--- src/rtl/binmat_pkg.sv ---
// Shared constants, codes and types for the binarized matrix product core.
// Used by every module under rtl/; depends on nothing.
`default_nettype none

package binmat_pkg;

  // Storage geometry
  localparam int MAX_ROWS  = 64;
  localparam int MAX_COLS  = 64;
  localparam int MAX_WORDS = 16;
  localparam int WORD_BITS = 32;

  localparam int LINE_W = $clog2((MAX_ROWS > MAX_COLS) ? MAX_ROWS : MAX_COLS);
  localparam int WIDX_W = $clog2(MAX_WORDS);
  localparam int BIT_W  = $clog2(WORD_BITS);
  localparam int ADDR_W = LINE_W + WIDX_W;
  localparam int DEPTH  = 1 << ADDR_W;

  // Field and register widths
  localparam int MODE_W  = 2;
  localparam int IDX_W   = 9;
  localparam int ROWS_W  = 7;
  localparam int COLS_W  = 7;
  localparam int WORDS_W = 5;
  localparam int COUNT_W = 10;
  localparam int POP_W   = BIT_W + 1;

  // Request modes
  localparam logic [MODE_W-1:0] MODE_LOAD_A = 2'd0;
  localparam logic [MODE_W-1:0] MODE_LOAD_B = 2'd1;
  localparam logic [MODE_W-1:0] MODE_QUERY  = 2'd2;

  // Register map (word index into paddr)
  localparam int PADDR_W   = 4;
  localparam int REG_IDX_W = 2;
  localparam logic [REG_IDX_W-1:0] REG_ROWS  = 2'd0;
  localparam logic [REG_IDX_W-1:0] REG_COLS  = 2'd1;
  localparam logic [REG_IDX_W-1:0] REG_WORDS = 2'd2;

  localparam logic [ROWS_W-1:0]  ROWS_RESET  = ROWS_W'(64);
  localparam logic [COLS_W-1:0]  COLS_RESET  = COLS_W'(64);
  localparam logic [WORDS_W-1:0] WORDS_RESET = WORDS_W'(16);

  // Sizes after clamping to the storage limits
  typedef struct packed {
    logic [ROWS_W-1:0]  nrows;
    logic [COLS_W-1:0]  ncols;
    logic [WORDS_W-1:0] nwords;
  } size_t;

  // One port set of a sign-word memory
  typedef struct packed {
    logic                 rd_en;
    logic [ADDR_W-1:0]    rd_addr;
    logic                 wr_en;
    logic [ADDR_W-1:0]    wr_addr;
    logic [WORD_BITS-1:0] wr_data;
  } mem_req_t;

  // Strictly greater than zero: not negative, not +0, not NaN
  function automatic logic is_positive(input logic [31:0] bits);
    logic [7:0]  expo;
    logic [22:0] mant;
    expo = bits[30:23];
    mant = bits[22:0];
    is_positive = !bits[31] && (bits != 32'd0) && !((expo == 8'hFF) && (mant != 23'd0));
  endfunction

endpackage

`default_nettype wire

--- src/rtl/binmat_popcnt.sv ---
// Shared AND-popcount unit: one word pair per cycle, result registered.
// Depends on binmat_pkg.
`default_nettype none

module binmat_popcnt (
  input  wire logic                               clk,
  input  wire logic                               rst,
  input  wire logic                               start,
  input  wire logic [binmat_pkg::WORD_BITS-1:0]   a_word,
  input  wire logic [binmat_pkg::WORD_BITS-1:0]   b_word,
  output logic                                    valid,
  output logic [binmat_pkg::POP_W-1:0]            count
);

  logic [binmat_pkg::WORD_BITS-1:0] both;
  logic [1:0] s1 [16];
  logic [2:0] s2 [8];
  logic [3:0] s3 [4];
  logic [4:0] s4 [2];
  logic [binmat_pkg::POP_W-1:0] total;

  // adder tree, five levels
  always_comb begin
    both = a_word & b_word;
    for (int i = 0; i < 16; i++) begin
      s1[i] = {1'b0, both[2*i]} + {1'b0, both[2*i+1]};
    end
    for (int i = 0; i < 8; i++) begin
      s2[i] = {1'b0, s1[2*i]} + {1'b0, s1[2*i+1]};
    end
    for (int i = 0; i < 4; i++) begin
      s3[i] = {1'b0, s2[2*i]} + {1'b0, s2[2*i+1]};
    end
    for (int i = 0; i < 2; i++) begin
      s4[i] = {1'b0, s3[2*i]} + {1'b0, s3[2*i+1]};
    end
    total = {1'b0, s4[0]} + {1'b0, s4[1]};
  end

  always_ff @(posedge clk) begin
    if (rst) begin
      valid <= 1'b0;
    end else begin
      valid <= start;
    end
  end

  always_ff @(posedge clk) begin
    if (start) begin
      count <= total;
    end
  end

endmodule

`default_nettype wire

--- config.mk ---
export PLATFORM = sky130hd
export DESIGN_NAME = binmat_popcnt
export DESIGN_NICKNAME = d
export VERILOG_FILES = /design/src/rtl/binmat_pkg.sv /design/src/rtl/binmat_popcnt.sv
export SDC_FILE = /design/constraint.sdc
export NUM_CORES = 1
export LEC_CHECK = 0
export ABC_AREA = 1
export BUFFER_PORTS_ARGS = -buffer_cell sky130_fd_sc_hd__buf_2
export CAP_MARGIN = 0
export CORE_UTILIZATION = 40
export DETAILED_ROUTE_END_ITERATION = 10
export MAX_ROUTING_LAYER = met4
export PLACE_DENSITY = 0.84
export SETUP_SLACK_MARGIN = 0.5
export SLEW_MARGIN = 20
export SYNTH_ARGS = -nofsm -noshare
export SYNTH_HDL_FRONTEND = slang
export SYNTH_SLANG_ARGS = --single-unit
--- constraint.sdc ---
create_clock -name clk -period 8.5 [get_ports clk]
set_clock_uncertainty 0.15 [all_clocks]
set_input_delay 1.275 -clock clk [delete_from_list [all_inputs] [get_ports clk]]
set_output_delay 1.275 -clock clk [all_outputs]
set_load 0.005 [all_outputs]
== Yosys cells after proc, flatten, opt, wreduce, memory -nomap -nowiden ==
Cells that the tools add are included.
Cells by class
  add/sub/neg operators: 31
  bitwise operators: 1
Operators with widths (count)
  adder 1 x 1 -> 2 bit: 16
  bitwise AND 32 bit: 1
  adder 2 x 2 -> 3 bit: 8
  adder 3 x 3 -> 4 bit: 4
  adder 4 x 4 -> 5 bit: 2
  adder 5 x 5 -> 6 bit: 1
Storage, ports and cells
  register bits: 7
  bits of input ports: 67
  output and inout bits: 7
  word-level logic and storage cells: 34

== Logic depth before layout (Yosys ltp) ==
  depth after elaboration: 6
  gate-level depth with buffers: 18
  depth with buffers taken out: 18

== Least setup slack after synthesis ==
No wires, ideal clock.
  path type: in2reg
  from: input a_word[0] (netlist bit)
  to: register count[4] (netlist bit) (data pin)
  library setup time: 253 ps
  arrival time: 5428 ps
  required time: 8097 ps
  path slack: 2669 ps
  cell stages on the path: 17
  path buffers: 0
  path through: nand2_1 -> inv_1 -> fa_1 -> inv_1 -> fa_1 -> inv_1 -> fa_1 -> fa_1 -> fa_1 -> fa_1 -> ha_1 -> inv_1 -> fa_1 -> inv_1 -> nand3_1 -> nand3_1 -> nand2_1
Between the ends
  word-level cells in the longest chain between the ends: 6
RTL lines
  start: declaration: line binmat_popcnt.sv:9  | input wire logic [binmat_pkg::WORD_BITS-1:0] a_word,
  bitwise AND 32 bit: line binmat_popcnt.sv:24  | both = a_word & b_word;
  adder 1 x 1 -> 2 bit: line binmat_popcnt.sv:26  | s1[i] = {1'b0, both[2*i]} + {1'b0, both[2*i+1]};
  adder 2 x 2 -> 3 bit: line binmat_popcnt.sv:29  | s2[i] = {1'b0, s1[2*i]} + {1'b0, s1[2*i+1]};
  adder 3 x 3 -> 4 bit: line binmat_popcnt.sv:32  | s3[i] = {1'b0, s2[2*i]} + {1'b0, s2[2*i+1]};
  adder 4 x 4 -> 5 bit: line binmat_popcnt.sv:35  | s4[i] = {1'b0, s3[2*i]} + {1'b0, s3[2*i+1]};
  adder 5 x 5 -> 6 bit: line binmat_popcnt.sv:37  | total = {1'b0, s4[0]} + {1'b0, s4[1]};
  via total (one bit): line binmat_popcnt.sv:20  | logic [binmat_pkg::POP_W-1:0] total;
  end signal: assignment: line binmat_popcnt.sv:50  | count <= total;
  end: declaration: line binmat_popcnt.sv:12  | output logic [binmat_pkg::POP_W-1:0] count
The timed path passes the listed nets, and every way through them passes these cells.
A chain may end at the register's enable or synchronous reset.

== Final worst setup path ==
Ends and elaborated chain as after synthesis.

==> reports/results.ini <==
[drt]
drtPass1Iterations=4
wirelength_um=2190
drcViolationCount=0
initialDrtViolationCount=14
wl_per_cell_um=8.62
num_vias=1077
drtAntennaViolNets=0
viasPerCell=4.24

[cells_and_area]
fill_cells=246
diodes=0
utilization=0.583
multi_input_area_um2=795
seqCellArea_um2=200
nets=322
stdcell_area_um2=1620
drive_gt1_frac=0.345
area_delta_synth_final_pct=36.2

[worst_setup_path]
path_delay_family=adder cells
crit_top_cell=fa_1
critPathMaxStageDelay_ns=0.55
critPathArrivalTime_ns=5.65
critPathRequiredTime_ns=8.35
critPathBufInv=6
setup.worst_path.class=in2reg
crit_slowest_cell=fa_1
end_kind=register
critPathLaunchType=primary input
crit_fanout=3
path_cells=buf_2 -> nand2_1 -> inv_1 -> fa_1 -> inv_1 -> fa_1 -> inv_1 -> fa_1 -> fa_1 -> fa_1 -> fa_1 -> ha_1 -> inv_1 -> fa_1 -> inv_1 -> nand3_1 -> nand3_1 -> nand2_1

[global_routing]
antenna_found_initial=0
gr-usage-all-layers=0.165
grt_pass1_wl_um=4050
grt_pass1_vias=1116
grt_overflow_total=0
grt_max_degree=8

[hold_path]
whs_path_depth=2
min_from=rst
hold_class=in2reg
min_to=valid

[timing]
rsz0062_at_grt=no
setup_violations=0
finalHoldViolations=0
tightest_slew_ns=0.210
slew_viol_final=0
fin_crit_ns=5.80
fmax_mhz=172
final.period_utilization=0.682
slew_headroom=0.860
tns_ns=0

[clock_network]
clk_pin_slew_ns=0.06
ctsHoldBuffers=0
cts_made_buffers=3
cts_resized=0
root_buffer=clkbuf_4
cts_setup_buffers=0
cts_sinks=7
h-tree-depth=1
clockBufferDepth=2
cts_tree=built

[logic_synthesis]
syn_inst=146
netlist_area_um2=1190
yosysUniqueCellTypes=11
syn-num-nets=244
ys_seq_area_frac=0.168
syn_area_per_cell_um2=8.15
yosys_warnings=0
ys_seq_elements=7

[floorplan]
io_pins=74
die_w_um=56.5
num_rows=19
die_y_um=56.5
dieArea_um2=3200
floorplan.initialDensity=0.428
core_area_um2=2780

[power_and_ir_drop]
p_comb_frac=0.785
p_leak_nw=1.07
finalPower_uw=484
p_int_uw=255
clock_power_share=0.062
vdd_drop_max_uv=225
power.net_switching_uw=229
switching_share=0.473
p_per_area_nw_per_um2=299
seqPwrFrac=0.153

[placement]
gp_congestion=0.807
portBuffers=73
place_area_um2=1590
dp_hpwl_um=2070

[flow_run]
cap_violations=0

[outcome]
status=finished clean

-- cell type report --
type | count | area share
clock buffers | 4 | 0.0162
inverters | 52 | 0.120
multi-input cells | 87 | 0.490
flip-flops and latches | 7 | 0.124
well taps | 31 | 0.0239
repair buffers | 73 | 0.225
-- layout by cell type, fill, tap and decap left out, types with 2 or more instances in the layout --
cell and count:
a21oi_1 2, buf_2 73, clkbuf_4 3, edfxtp_1 6, fa_1 24, ha_1 7
inv_1 51, nand2_1 43, nand3_1 7, nor2_1 3
-- registers in the layout (all words and copies together) (netlist names) --
signal  cells
valid       1
count       6
-- layer usage --
| layer | GRT usage | routed length (um) |
|---|---|---|
| met5 | - | 0 |
| met3 | 0.0276 | 124 |
| met2 | 0.323 | 1260 |
| met4 | 0.0383 | 0 |
| met1 | 0.169 | 803 |
-- metrics by stage --
| step | setup WS (ns) | std cells | hold slack (ns) |
|---|---|---|---|
| floorplan | 2.67 | 146 | 1.20 |
| global placement | 2.48 | 250 | 1.28 |
| detailed placement | 2.43 | 250 | 1.28 |
| CTS | 2.69 | 254 | 1.01 |
| global route | 2.50 | 254 | 1.02 |
| finish | 2.70 | 254 | 1.02 |
-- power by group through the flow --
stage / registers (mW) / clock network, mW / logic, mW
floorplan: 0.0771 / 0 / 0.294
global placement: 0.0743 / 0 / 0.366
detailed placement: 0.0750 / 0 / 0.387
CTS: 0.0744 / 0.0315 / 0.388
global route: 0.0753 / 0.0331 / 0.450
finish: 0.0741 / 0.0299 / 0.380
-- cell usage after synthesis --
library cell / number / area, um^2
ha_1: 7 / 87.6
dfxtp_1: 1 / 20.0
nand2_1: 43 / 161
nor2_1: 3 / 11.3
fa_1: 24 / 480
a21oi_1: 2 / 10.0
edfxtp_1: 6 / 180
inv_1: 51 / 191
inv_2: 1 / 3.75
xnor2_1: 1 / 8.76
nand3_1: 7 / 35.0
-- kinds of logic after synthesis --
logic type,synth area share
adder cells (fa/ha/maj),0.477
flip-flops,0.168
AO/OA/AOI/OAI,0.00841
AND/OR/NAND/NOR,0.175
buffers and inverters,0.164
XOR/XNOR,0.00736
-- worst max-delay path by stage --
stage	cells past startpoint	startpoint	end
after floorplan	17	a_word[0]	count[4]
after global placement	18	a_word[0]	count[4]
after detailed placement	18	a_word[0]	count[4]
after CTS	18	a_word[0]	count[4]
after global routing	18	a_word[0]	count[4]
final	18	a_word[0]	count[4]
(Power assumes the default switching activity.)
