[config.mk]
export PLATFORM = sky130hd
export DESIGN_NAME = binmat_ctrl
export DESIGN_NICKNAME = d
export VERILOG_FILES = /design/src/rtl/binmat_pkg.sv /design/src/rtl/binmat_ctrl.sv
export SDC_FILE = /design/constraint.sdc
export NUM_CORES = 1
export LEC_CHECK = 0
export BUFFER_PORTS_ARGS = -buffer_cell sky130_fd_sc_hd__clkbuf_2
export CELL_PAD_IN_SITES_DETAIL_PLACEMENT = 1
export CELL_PAD_IN_SITES_GLOBAL_PLACEMENT = 1
export CORE_MARGIN = 3
export CORE_UTILIZATION = 32
export CTS_CLUSTER_DIAMETER = 80
export DETAILED_ROUTE_END_ITERATION = 16
export GPL_TIMING_DRIVEN = 0
export PLACE_DENSITY = 0.83
export SETUP_SLACK_MARGIN = 0.02
export SYNTH_ARGS = -nofsm -noshare
export SYNTH_HDL_FRONTEND = slang
export SYNTH_SLANG_ARGS = --single-unit
[constraint.sdc]
create_clock -name clk -period 3.15 [get_ports clk]
set_clock_uncertainty 0.1 [all_clocks]
set_input_delay 0 -clock clk [delete_from_list [all_inputs] [get_ports clk]]
set_output_delay 0 -clock clk [all_outputs]
set_load 0.005 [all_outputs]
[src/rtl/binmat_pkg.sv]
// Shared constants, codes and types for the binarized matrix product core.
// Used by every module under rtl/; depends on nothing.
`default_nettype none

package binmat_pkg;

  // Storage geometry
  localparam int MAX_ROWS  = 64;
  localparam int MAX_COLS  = 64;
  localparam int MAX_WORDS = 16;
  localparam int WORD_BITS = 32;

  localparam int LINE_W = $clog2((MAX_ROWS > MAX_COLS) ? MAX_ROWS : MAX_COLS);
  localparam int WIDX_W = $clog2(MAX_WORDS);
  localparam int BIT_W  = $clog2(WORD_BITS);
  localparam int ADDR_W = LINE_W + WIDX_W;
  localparam int DEPTH  = 1 << ADDR_W;

  // Field and register widths
  localparam int MODE_W  = 2;
  localparam int IDX_W   = 9;
  localparam int ROWS_W  = 7;
  localparam int COLS_W  = 7;
  localparam int WORDS_W = 5;
  localparam int COUNT_W = 10;
  localparam int POP_W   = BIT_W + 1;

  // Request modes
  localparam logic [MODE_W-1:0] MODE_LOAD_A = 2'd0;
  localparam logic [MODE_W-1:0] MODE_LOAD_B = 2'd1;
  localparam logic [MODE_W-1:0] MODE_QUERY  = 2'd2;

  // Register map (word index into paddr)
  localparam int PADDR_W   = 4;
  localparam int REG_IDX_W = 2;
  localparam logic [REG_IDX_W-1:0] REG_ROWS  = 2'd0;
  localparam logic [REG_IDX_W-1:0] REG_COLS  = 2'd1;
  localparam logic [REG_IDX_W-1:0] REG_WORDS = 2'd2;

  localparam logic [ROWS_W-1:0]  ROWS_RESET  = ROWS_W'(64);
  localparam logic [COLS_W-1:0]  COLS_RESET  = COLS_W'(64);
  localparam logic [WORDS_W-1:0] WORDS_RESET = WORDS_W'(16);

  // Sizes after clamping to the storage limits
  typedef struct packed {
    logic [ROWS_W-1:0]  nrows;
    logic [COLS_W-1:0]  ncols;
    logic [WORDS_W-1:0] nwords;
  } size_t;

  // One port set of a sign-word memory
  typedef struct packed {
    logic                 rd_en;
    logic [ADDR_W-1:0]    rd_addr;
    logic                 wr_en;
    logic [ADDR_W-1:0]    wr_addr;
    logic [WORD_BITS-1:0] wr_data;
  } mem_req_t;

  // Strictly greater than zero: not negative, not +0, not NaN
  function automatic logic is_positive(input logic [31:0] bits);
    logic [7:0]  expo;
    logic [22:0] mant;
    expo = bits[30:23];
    mant = bits[22:0];
    is_positive = !bits[31] && (bits != 32'd0) && !((expo == 8'hFF) && (mant != 23'd0));
  endfunction

endpackage

`default_nettype wire

[src/rtl/binmat_ctrl.sv]
// Sequencer: bit loads as read-modify-write, queries as a word walk with accumulate.
// Depends on binmat_pkg.
`default_nettype none

module binmat_ctrl (
  input  wire logic                               clk,
  input  wire logic                               rst,
  input  wire binmat_pkg::size_t                  size,
  input  wire logic                               in_valid,
  output logic                                    in_ready,
  input  wire logic [binmat_pkg::MODE_W-1:0]      mode,
  input  wire logic [binmat_pkg::IDX_W-1:0]       row_index,
  input  wire logic [binmat_pkg::IDX_W-1:0]       col_index,
  input  wire logic [31:0]                        value_bits,
  output binmat_pkg::mem_req_t                    a_req,
  output binmat_pkg::mem_req_t                    b_req,
  input  wire logic [binmat_pkg::WORD_BITS-1:0]   a_rd_data,
  input  wire logic [binmat_pkg::WORD_BITS-1:0]   b_rd_data,
  output logic                                    pop_start,
  input  wire logic                               pop_valid,
  input  wire logic [binmat_pkg::POP_W-1:0]       pop_count,
  output logic                                    out_valid,
  input  wire logic                               out_ready,
  output logic [binmat_pkg::COUNT_W-1:0]          product_count,
  output logic                                    index_error
);

  localparam logic [2:0] S_IDLE  = 3'd0;
  localparam logic [2:0] S_LD_RD = 3'd1;
  localparam logic [2:0] S_LD_WR = 3'd2;
  localparam logic [2:0] S_Q_RUN = 3'd3;
  localparam logic [2:0] S_Q_END = 3'd4;

  localparam int LIM_PAD = binmat_pkg::IDX_W - binmat_pkg::ROWS_W;

  logic [2:0] state;
  logic       rd_pend;

  logic                                 ld_sel_b;
  logic [binmat_pkg::ADDR_W-1:0]        ld_addr;
  logic [binmat_pkg::BIT_W-1:0]         ld_bit;
  logic                                 ld_val;
  logic [binmat_pkg::LINE_W-1:0]        q_row;
  logic [binmat_pkg::LINE_W-1:0]        q_col;
  logic                                 q_err;
  logic [binmat_pkg::WORDS_W-1:0]       word_cnt;
  logic [binmat_pkg::COUNT_W-1:0]       acc;

  logic                                 accept;
  logic [binmat_pkg::IDX_W-1:0]         line;
  logic [binmat_pkg::IDX_W-1:0]         inner;
  logic [binmat_pkg::IDX_W-1:0]         line_lim;
  logic [binmat_pkg::WIDX_W-1:0]        inner_word;
  logic                                 ld_ok;
  logic                                 q_ok;
  logic                                 q_last;
  logic                                 q_finish;
  logic [binmat_pkg::WORD_BITS-1:0]     merged;
  logic [binmat_pkg::ADDR_W-1:0]        a_walk;
  logic [binmat_pkg::ADDR_W-1:0]        b_walk;

  assign in_ready = (state == S_IDLE);
  assign accept   = in_valid && in_ready;

  // load geometry: A is stored by row, B by column
  always_comb begin
    if (mode == binmat_pkg::MODE_LOAD_A) begin
      line     = row_index;
      inner    = col_index;
      line_lim = {{LIM_PAD{1'b0}}, size.nrows};
    end else begin
      line     = col_index;
      inner    = row_index;
      line_lim = {{LIM_PAD{1'b0}}, size.ncols};
    end
    inner_word = inner[binmat_pkg::IDX_W-1:binmat_pkg::BIT_W];
    ld_ok = (line < line_lim) && ({1'b0, inner_word} < size.nwords);
    q_ok  = (row_index < {{LIM_PAD{1'b0}}, size.nrows}) &&
            (col_index < {{LIM_PAD{1'b0}}, size.ncols});
  end

  assign q_last   = (binmat_pkg::WORDS_W'(word_cnt + 1'b1) == size.nwords);
  assign q_finish = (state == S_Q_END) && !rd_pend && !pop_valid &&
                    (!out_valid || out_ready);

  always_comb begin
    merged = ld_sel_b ? b_rd_data : a_rd_data;
    merged[ld_bit] = ld_val;
  end

  assign a_walk = {q_row, word_cnt[binmat_pkg::WIDX_W-1:0]};
  assign b_walk = {q_col, word_cnt[binmat_pkg::WIDX_W-1:0]};

  always_comb begin
    a_req.rd_en   = (state == S_Q_RUN) || ((state == S_LD_RD) && !ld_sel_b);
    a_req.rd_addr = (state == S_Q_RUN) ? a_walk : ld_addr;
    a_req.wr_en   = (state == S_LD_WR) && !ld_sel_b;
    a_req.wr_addr = ld_addr;
    a_req.wr_data = merged;
    b_req.rd_en   = (state == S_Q_RUN) || ((state == S_LD_RD) && ld_sel_b);
    b_req.rd_addr = (state == S_Q_RUN) ? b_walk : ld_addr;
    b_req.wr_en   = (state == S_LD_WR) && ld_sel_b;
    b_req.wr_addr = ld_addr;
    b_req.wr_data = merged;
  end

  // read data lands in the cycle after the walk issues it
  assign pop_start = rd_pend;

  always_ff @(posedge clk) begin
    if (rst) begin
      state     <= S_IDLE;
      rd_pend   <= 1'b0;
      out_valid <= 1'b0;
    end else begin
      rd_pend <= (state == S_Q_RUN);
      if (q_finish) begin
        out_valid <= 1'b1;
      end else if (out_valid && out_ready) begin
        out_valid <= 1'b0;
      end
      unique case (state)
        S_IDLE: begin
          if (accept) begin
            unique case (mode) inside
              binmat_pkg::MODE_LOAD_A, binmat_pkg::MODE_LOAD_B: begin
                if (ld_ok) begin
                  state <= S_LD_RD;
                end
              end
              binmat_pkg::MODE_QUERY: begin
                if (q_ok && (size.nwords != '0)) begin
                  state <= S_Q_RUN;
                end else begin
                  state <= S_Q_END;
                end
              end
              default: ;
            endcase
          end
        end
        S_LD_RD: state <= S_LD_WR;
        S_LD_WR: state <= S_IDLE;
        S_Q_RUN: begin
          if (q_last) begin
            state <= S_Q_END;
          end
        end
        S_Q_END: begin
          if (q_finish) begin
            state <= S_IDLE;
          end
        end
        default: state <= S_IDLE;
      endcase
    end
  end

  always_ff @(posedge clk) begin
    if (accept) begin
      ld_sel_b <= (mode == binmat_pkg::MODE_LOAD_B);
      ld_addr  <= {line[binmat_pkg::LINE_W-1:0], inner_word};
      ld_bit   <= inner[binmat_pkg::BIT_W-1:0];
      ld_val   <= binmat_pkg::is_positive(value_bits);
      q_row    <= row_index[binmat_pkg::LINE_W-1:0];
      q_col    <= col_index[binmat_pkg::LINE_W-1:0];
      q_err    <= !q_ok;
      word_cnt <= '0;
      acc      <= '0;
    end else begin
      if (state == S_Q_RUN) begin
        word_cnt <= word_cnt + 1'b1;
      end
      if (pop_valid) begin
        acc <= acc + binmat_pkg::COUNT_W'(pop_count);
      end
    end
    if (q_finish) begin
      product_count <= acc;
      index_error   <= q_err;
    end
  end

endmodule

`default_nettype wire

# ---- Word-level counts from Yosys, hierarchy flattened
# Cells that the tools add are included.
# W data, S select, Z words.
dict set report word_totals {
  register_bits 61
  in_bits 146
  out_inout_bits 122
}
dict set report op_classes {
  add_sub_neg 2
  magnitude_cmp 6
  eq_ne 13
  n_mux 18
  n_reduce_logical 34
}
# cell count
set op_table {}
lappend op_table {{$bwmux W32} 1}
lappend op_table {{$mux W32} 1}
lappend op_table {{$reduce_bool A32 Y1} 1}
lappend op_table {{$reduce_bool A23 Y1} 1}
lappend op_table {{$mux W10} 2}
lappend op_table {{$lt A9 B7 Y1} 2}
lappend op_table {{$mux W9} 2}
lappend op_table {{$logic_and A1 B1 Y1} 16}
lappend op_table {{$mux W3} 5}
lappend op_table {{$pmux W3 S4} 1}
lappend op_table {{$add A10 B6 Y10} 1}
lappend op_table {{$lt A9 B9 Y1} 1}
lappend op_table {{$eq A8 B8 Y1 const B} 1}
lappend op_table {{$logic_not A1 Y1} 7}
lappend op_table {{$mux W7} 1}
lappend op_table {{$eq A3 B2 Y1 const B} 2}
lappend op_table {{$lt A5 B6 Y1 const B} 1}
lappend op_table {{$pmux W3 S2} 1}
lappend op_table {{$add A5 B1 Y5 const B} 1}
lappend op_table {{$demux W1 S5} 1}
lappend op_table {{$eq A5 B5 Y1} 1}
lappend op_table {{$ge A5 B1 Y1 const B} 1}
lappend op_table {{$lt A4 B5 Y1} 1}
lappend op_table {{$reduce_and A5 Y1} 1}
lappend op_table {{15 further kinds} 20}

# ---- Longest topological paths before layout
dict set report logic_depth {
  word_depth 8
  mapped_depth 10
  mapped_depth_nobuf 9
}

# ---- Worst setup path before layout
# OpenSTA, ideal clock, no wires.
dict set report synth_path {
  path_kind {input to register}
  startpoint {input mode[0] (netlist bit)}
  endpoint {register state[0]}
  arrival_time_ns 2.156
  t_required_ns 2.990
  setup_slack_ns 0.834
  cell_stages 10
  n_path_buf 1
  path_cell_list {nor2_1 -> buf_2 -> mux2_2 -> ha_1 -> and3_1 -> a221o_1 -> a31oi_1 -> o2111ai_1 -> nand3b_1 -> o2111a_1}
}
dict set report synth_between {
  elab_chain_cells 6
}
# element line
set synth_lines {}
lappend synth_lines {{start: declaration} binmat_ctrl.sv:11} ;# input wire logic [binmat_pkg::MODE_W-1:0] mode,
lappend synth_lines {{$logic_not A2 Y1} binmat_ctrl.sv:67} ;# if (mode == binmat_pkg::MODE_LOAD_A) begin
lappend synth_lines {{$mux W9} binmat_ctrl.sv:67}
lappend synth_lines {{net line (one bit)} binmat_ctrl.sv:50} ;# logic [binmat_pkg::IDX_W-1:0] line;
lappend synth_lines {{$lt A9 B9 Y1} binmat_ctrl.sv:77} ;# ld_ok = (line < line_lim) && ({1'b0, inner_word} < size.nwords);
lappend synth_lines {{$logic_and A1 B1 Y1} binmat_ctrl.sv:77}
lappend synth_lines {{$ne A3 B3 Y1 (no line)} n/a}
lappend synth_lines {{$reduce_and A5 Y1 (no line)} n/a}
lappend synth_lines {{end signal: assignment} binmat_ctrl.sv:112} ;# state <= S_IDLE;
lappend synth_lines {{end signal: assignment} binmat_ctrl.sv:128} ;# state <= S_LD_RD;
lappend synth_lines {{end signal: assignment} binmat_ctrl.sv:133} ;# state <= S_Q_RUN;
lappend synth_lines {{end: declaration} binmat_ctrl.sv:36} ;# logic [2:0] state;
# The timed path passes the listed nets, and every way through them passes these cells. The select of a mux whose other input is x is not followed.
# A chain may end at the register's enable or synchronous reset.

# ---- Worst setup path after layout
dict set report layout_path {
  startpoint {register state[0]}
  endpoint {register ld_bit[0] (netlist bit) (enable)}
}
dict set report layout_between {
  elab_chain_cells 2
}
# element line
set layout_lines {}
lappend layout_lines {{$logic_not A3 Y1} binmat_ctrl.sv:62} ;# assign in_ready = (state == S_IDLE);
lappend layout_lines {{$logic_and A1 B1 Y1} binmat_ctrl.sv:63} ;# assign accept = in_valid && in_ready;
lappend layout_lines {{net accept} binmat_ctrl.sv:49} ;# logic accept;
lappend layout_lines {{end signal: assignment} binmat_ctrl.sv:163} ;# ld_bit <= inner[binmat_pkg::BIT_W-1:0];
lappend layout_lines {{end: declaration} binmat_ctrl.sv:41} ;# logic [binmat_pkg::BIT_W-1:0] ld_bit;
# The timed path passes the listed nets, and every way through them passes these cells.

==> impl_results.md <==
* Most frequent cells in the layout: 266 x clkbuf_2, 92 x nand2_1, 48 x nor2_1
* Bufs and invs on worst path at 3
* Max incr delay on CP at 0.61 ns
* Post-Syn Area at 4830 µm²
* Final Setup Violations at 0
* Chip width at 129 µm
* Core area at 14,600 µm²
* Max_slew headroom at 50.8%
* Total GRT Usage at 20.3%
* Layout cell share with drive strength beyond 1 at 42.2%
* EDFF count, synth at 41
* Worst Path Max Fanout at 39
* Vias post-DR at 5,157
* Syn Nets at 726
* Rows at 44
* Ys flop type: edfxtp_1
* Run status: completed
* Final layout net count at 1,028
* Clk sink count at 61
* Pin count of the biggest net entering global routing at 40
* Worst skew pair latency at 0.32 ns
* Max stage delay cell, worst path: nor3_1
* DIE HEIGHT at 129 µm
* Yosys cell types at 53
* Clk slew on worst S/H paths at 0.06 ns
* Synth Register Bits at 61
* Buffers added on ports at 266
* Max Fclk at 372 MHz
* DRC viols at 0
* VDD IR max at 258 µV
* Vias/cell at 4.95
* Antenna Nets Post-Route at 0
* CTS buffer count at 9
* Met2 Wirelength at 9.23 mm
* Wl on met1 at 7.21 mm
* Syn_area_per_cell at 8.76 µm²
* H-Tree Depth at 3
* GPL Wtd Cong at 0.861
* Cell Chain, Critical Path: clkbuf_1 > nor3_1 > nand2_1 > inv_1 > clkbuf_4
* Ant diodes at 0
* DR WL/cell at 17.0 µm
* Top Metal Used: met4
* Final WS setup at 0.460 ns
* Io pins at 268
* Async S/R FF share, synth at 0%
* Vias in the first global route at 5,398
* Syn-to-layout area delta at 43.9%
* Final Routed Wirelength at 17.7 mm
* Post-CTS Setup Inserts at 0
* Final min period at 2.69 ns
* Total of max-cap violations at 0
* Syn Inst Count at 551
* Setup TNS at 0 ns
* CP Data Required Time at 3.00 ns
* Nature of the critical path endpoint: flip-flop
* Clk buf depth at 2
* PwrDens at 440 nW/µm²
* RSZ-0062 raised after global routing: no
* Detailed Place HPWL at 14.1 mm
* Initial DRC count at 172
* Commonest non-fill, non-tap cell in the layout: clkbuf_2
* Top delay family on crit path: buffers and inverters
* Initial antenna violation count at 0
* Final period util at 85.4%
* Met3 routed wirelength at 997 µm
* WP data arrival at 2.54 ns
* Yosys warning total at 0
* Sequential area share after synthesis at 33.8%
* Leakage Power at 3.40 nW
* DRT Pass-1 Iters at 4
* First-pass GRT wire length at 27.1 mm
* Max-slew violations at 0
* Die Footprint at 16,600 µm²
* Root buf cell: clkbuf_16
* Starting Density at 33.0%
* Critical path class: flip-flop to flip-flop
* Setup Slack @ Placement at 0.204 ns
* Hold Vio Cnt, Final at 0
* CP startpoint kind: flip-flop
* Hold Path Class: input port to flip-flop
* CTS tree: built
* Total gr overflow at 0
* Worst-margin pin slew at 0.734 ns
-- where the power goes --
| part | internal [W] | switching (W) |
|---|---|---|
| logic | 0.000516 | 0.000525 |
| clock network | 0.000625 | 0.000364 |
| registers | 0.000960 | 0.0000657 |
| total | 0.00210 | 0.000955 |
-- timing repair --
item                       in CTS  in global routing
gates resized for setup         0                  1
setup endpoints to repair       0                 25
hold buffers                   25                  0
hold endpoints to repair       36                  0
-- through the flow --
stage               instance area [µm²]  hold slack (ns)  util (%)  cells  total power (W)
floorplan                          4830          -0.0309         -    551          0.00162
global placement                   6390            0.131      43.6   1001          0.00202
detailed placement                 6390            0.133      43.6   1001          0.00206
CTS                                6940         0.000233      47.4   1042          0.00309
global route                       6950           0.0352      47.4   1042          0.00323
finish                             6950           0.0314      47.4   1042          0.00306
-- cell families after synthesis --
| group | Yosys count | share of synthesized area (%) |
|---|---|---|
| adder cells (fa/ha/maj) | 30 | 7.91 |
| XOR/XNOR | 11 | 2.00 |
| AO/OA/AOI/OAI | 85 | 11.7 |
| AND/OR/NAND/NOR | 212 | 20.5 |
| multiplexers | 61 | 13.1 |
| buffers and inverters | 91 | 11.0 |
| flip-flops | 61 | 33.8 |
-- worst min-delay path: stages --
cell and delay, ns:
clkbuf_2 0.09, inv_1 0.07, fa_1 0.17, a211oi_1 0.07
-- cells in the mapped netlist, types with 8 or more instances --
| cell type | number | area share, % |
|---|---|---|
| nand3_1 | 9 | 0.93 |
| inv_1 | 26 | 2.0 |
| edfxtp_1 | 41 | 26 |
| nor3_1 | 10 | 1.0 |
| nor2b_1 | 8 | 1.0 |
| mux2i_1 | 45 | 9.3 |
| a21oi_1 | 21 | 2.2 |
| nor2_1 | 48 | 3.7 |
| mux2_2 | 16 | 3.7 |
| clkbuf_1 | 10 | 0.78 |
| buf_4 | 47 | 7.3 |
| nor4_1 | 12 | 1.6 |
| nand2_1 | 92 | 7.2 |
| dfxtp_1 | 20 | 8.3 |
| o21ai_0 | 26 | 2.7 |
| ha_1 | 28 | 7.3 |
-- worst paths after layout --
| check | startpoint | to | slack (ns) | cells past startpoint |
|---|---|---|---|---|
| setup / recovery | state[0] | ld_bit[0] | 0.46 | 5 |
| hold / removal | pop_count[1] | acc[1] | 0.03 | 4 |
| setup reg to reg | state[0] | ld_bit[0] | 0.46 | 5 |
| hold reg to reg | q_err | index_error | 0.32 | 0 |
-- state kept, by name, indices dropped and copies added (netlist names) --
signal,flops
acc,10
ld_addr,10
product_count,10
q_col,6
q_row,6
ld_bit,5
word_cnt,5
state,3
index_error,1
ld_sel_b,1
ld_val,1
out_valid,1
pop_start,1
q_err,1
-- per-layer routing --
metal	track usage, %	up-vias
met5	0	-
met4	6.36	0
met3	3.53	24
met2	37.9	187
met1	23.6	2428
li1	-	2518
-- area by class of cell --
class | instances | area, µm²
plain buffers | 65 | 437
clock buffers | 12 | 278
clock inverters | 4 | 27.5
fillers | 1818 | 7700
inverters | 26 | 97.6
multi-input cells | 399 | 2660
flip-flops and latches | 61 | 1630
well taps | 184 | 230
repair buffers | 291 | 1580
Note: power is estimated with default switching activity, not from simulation.
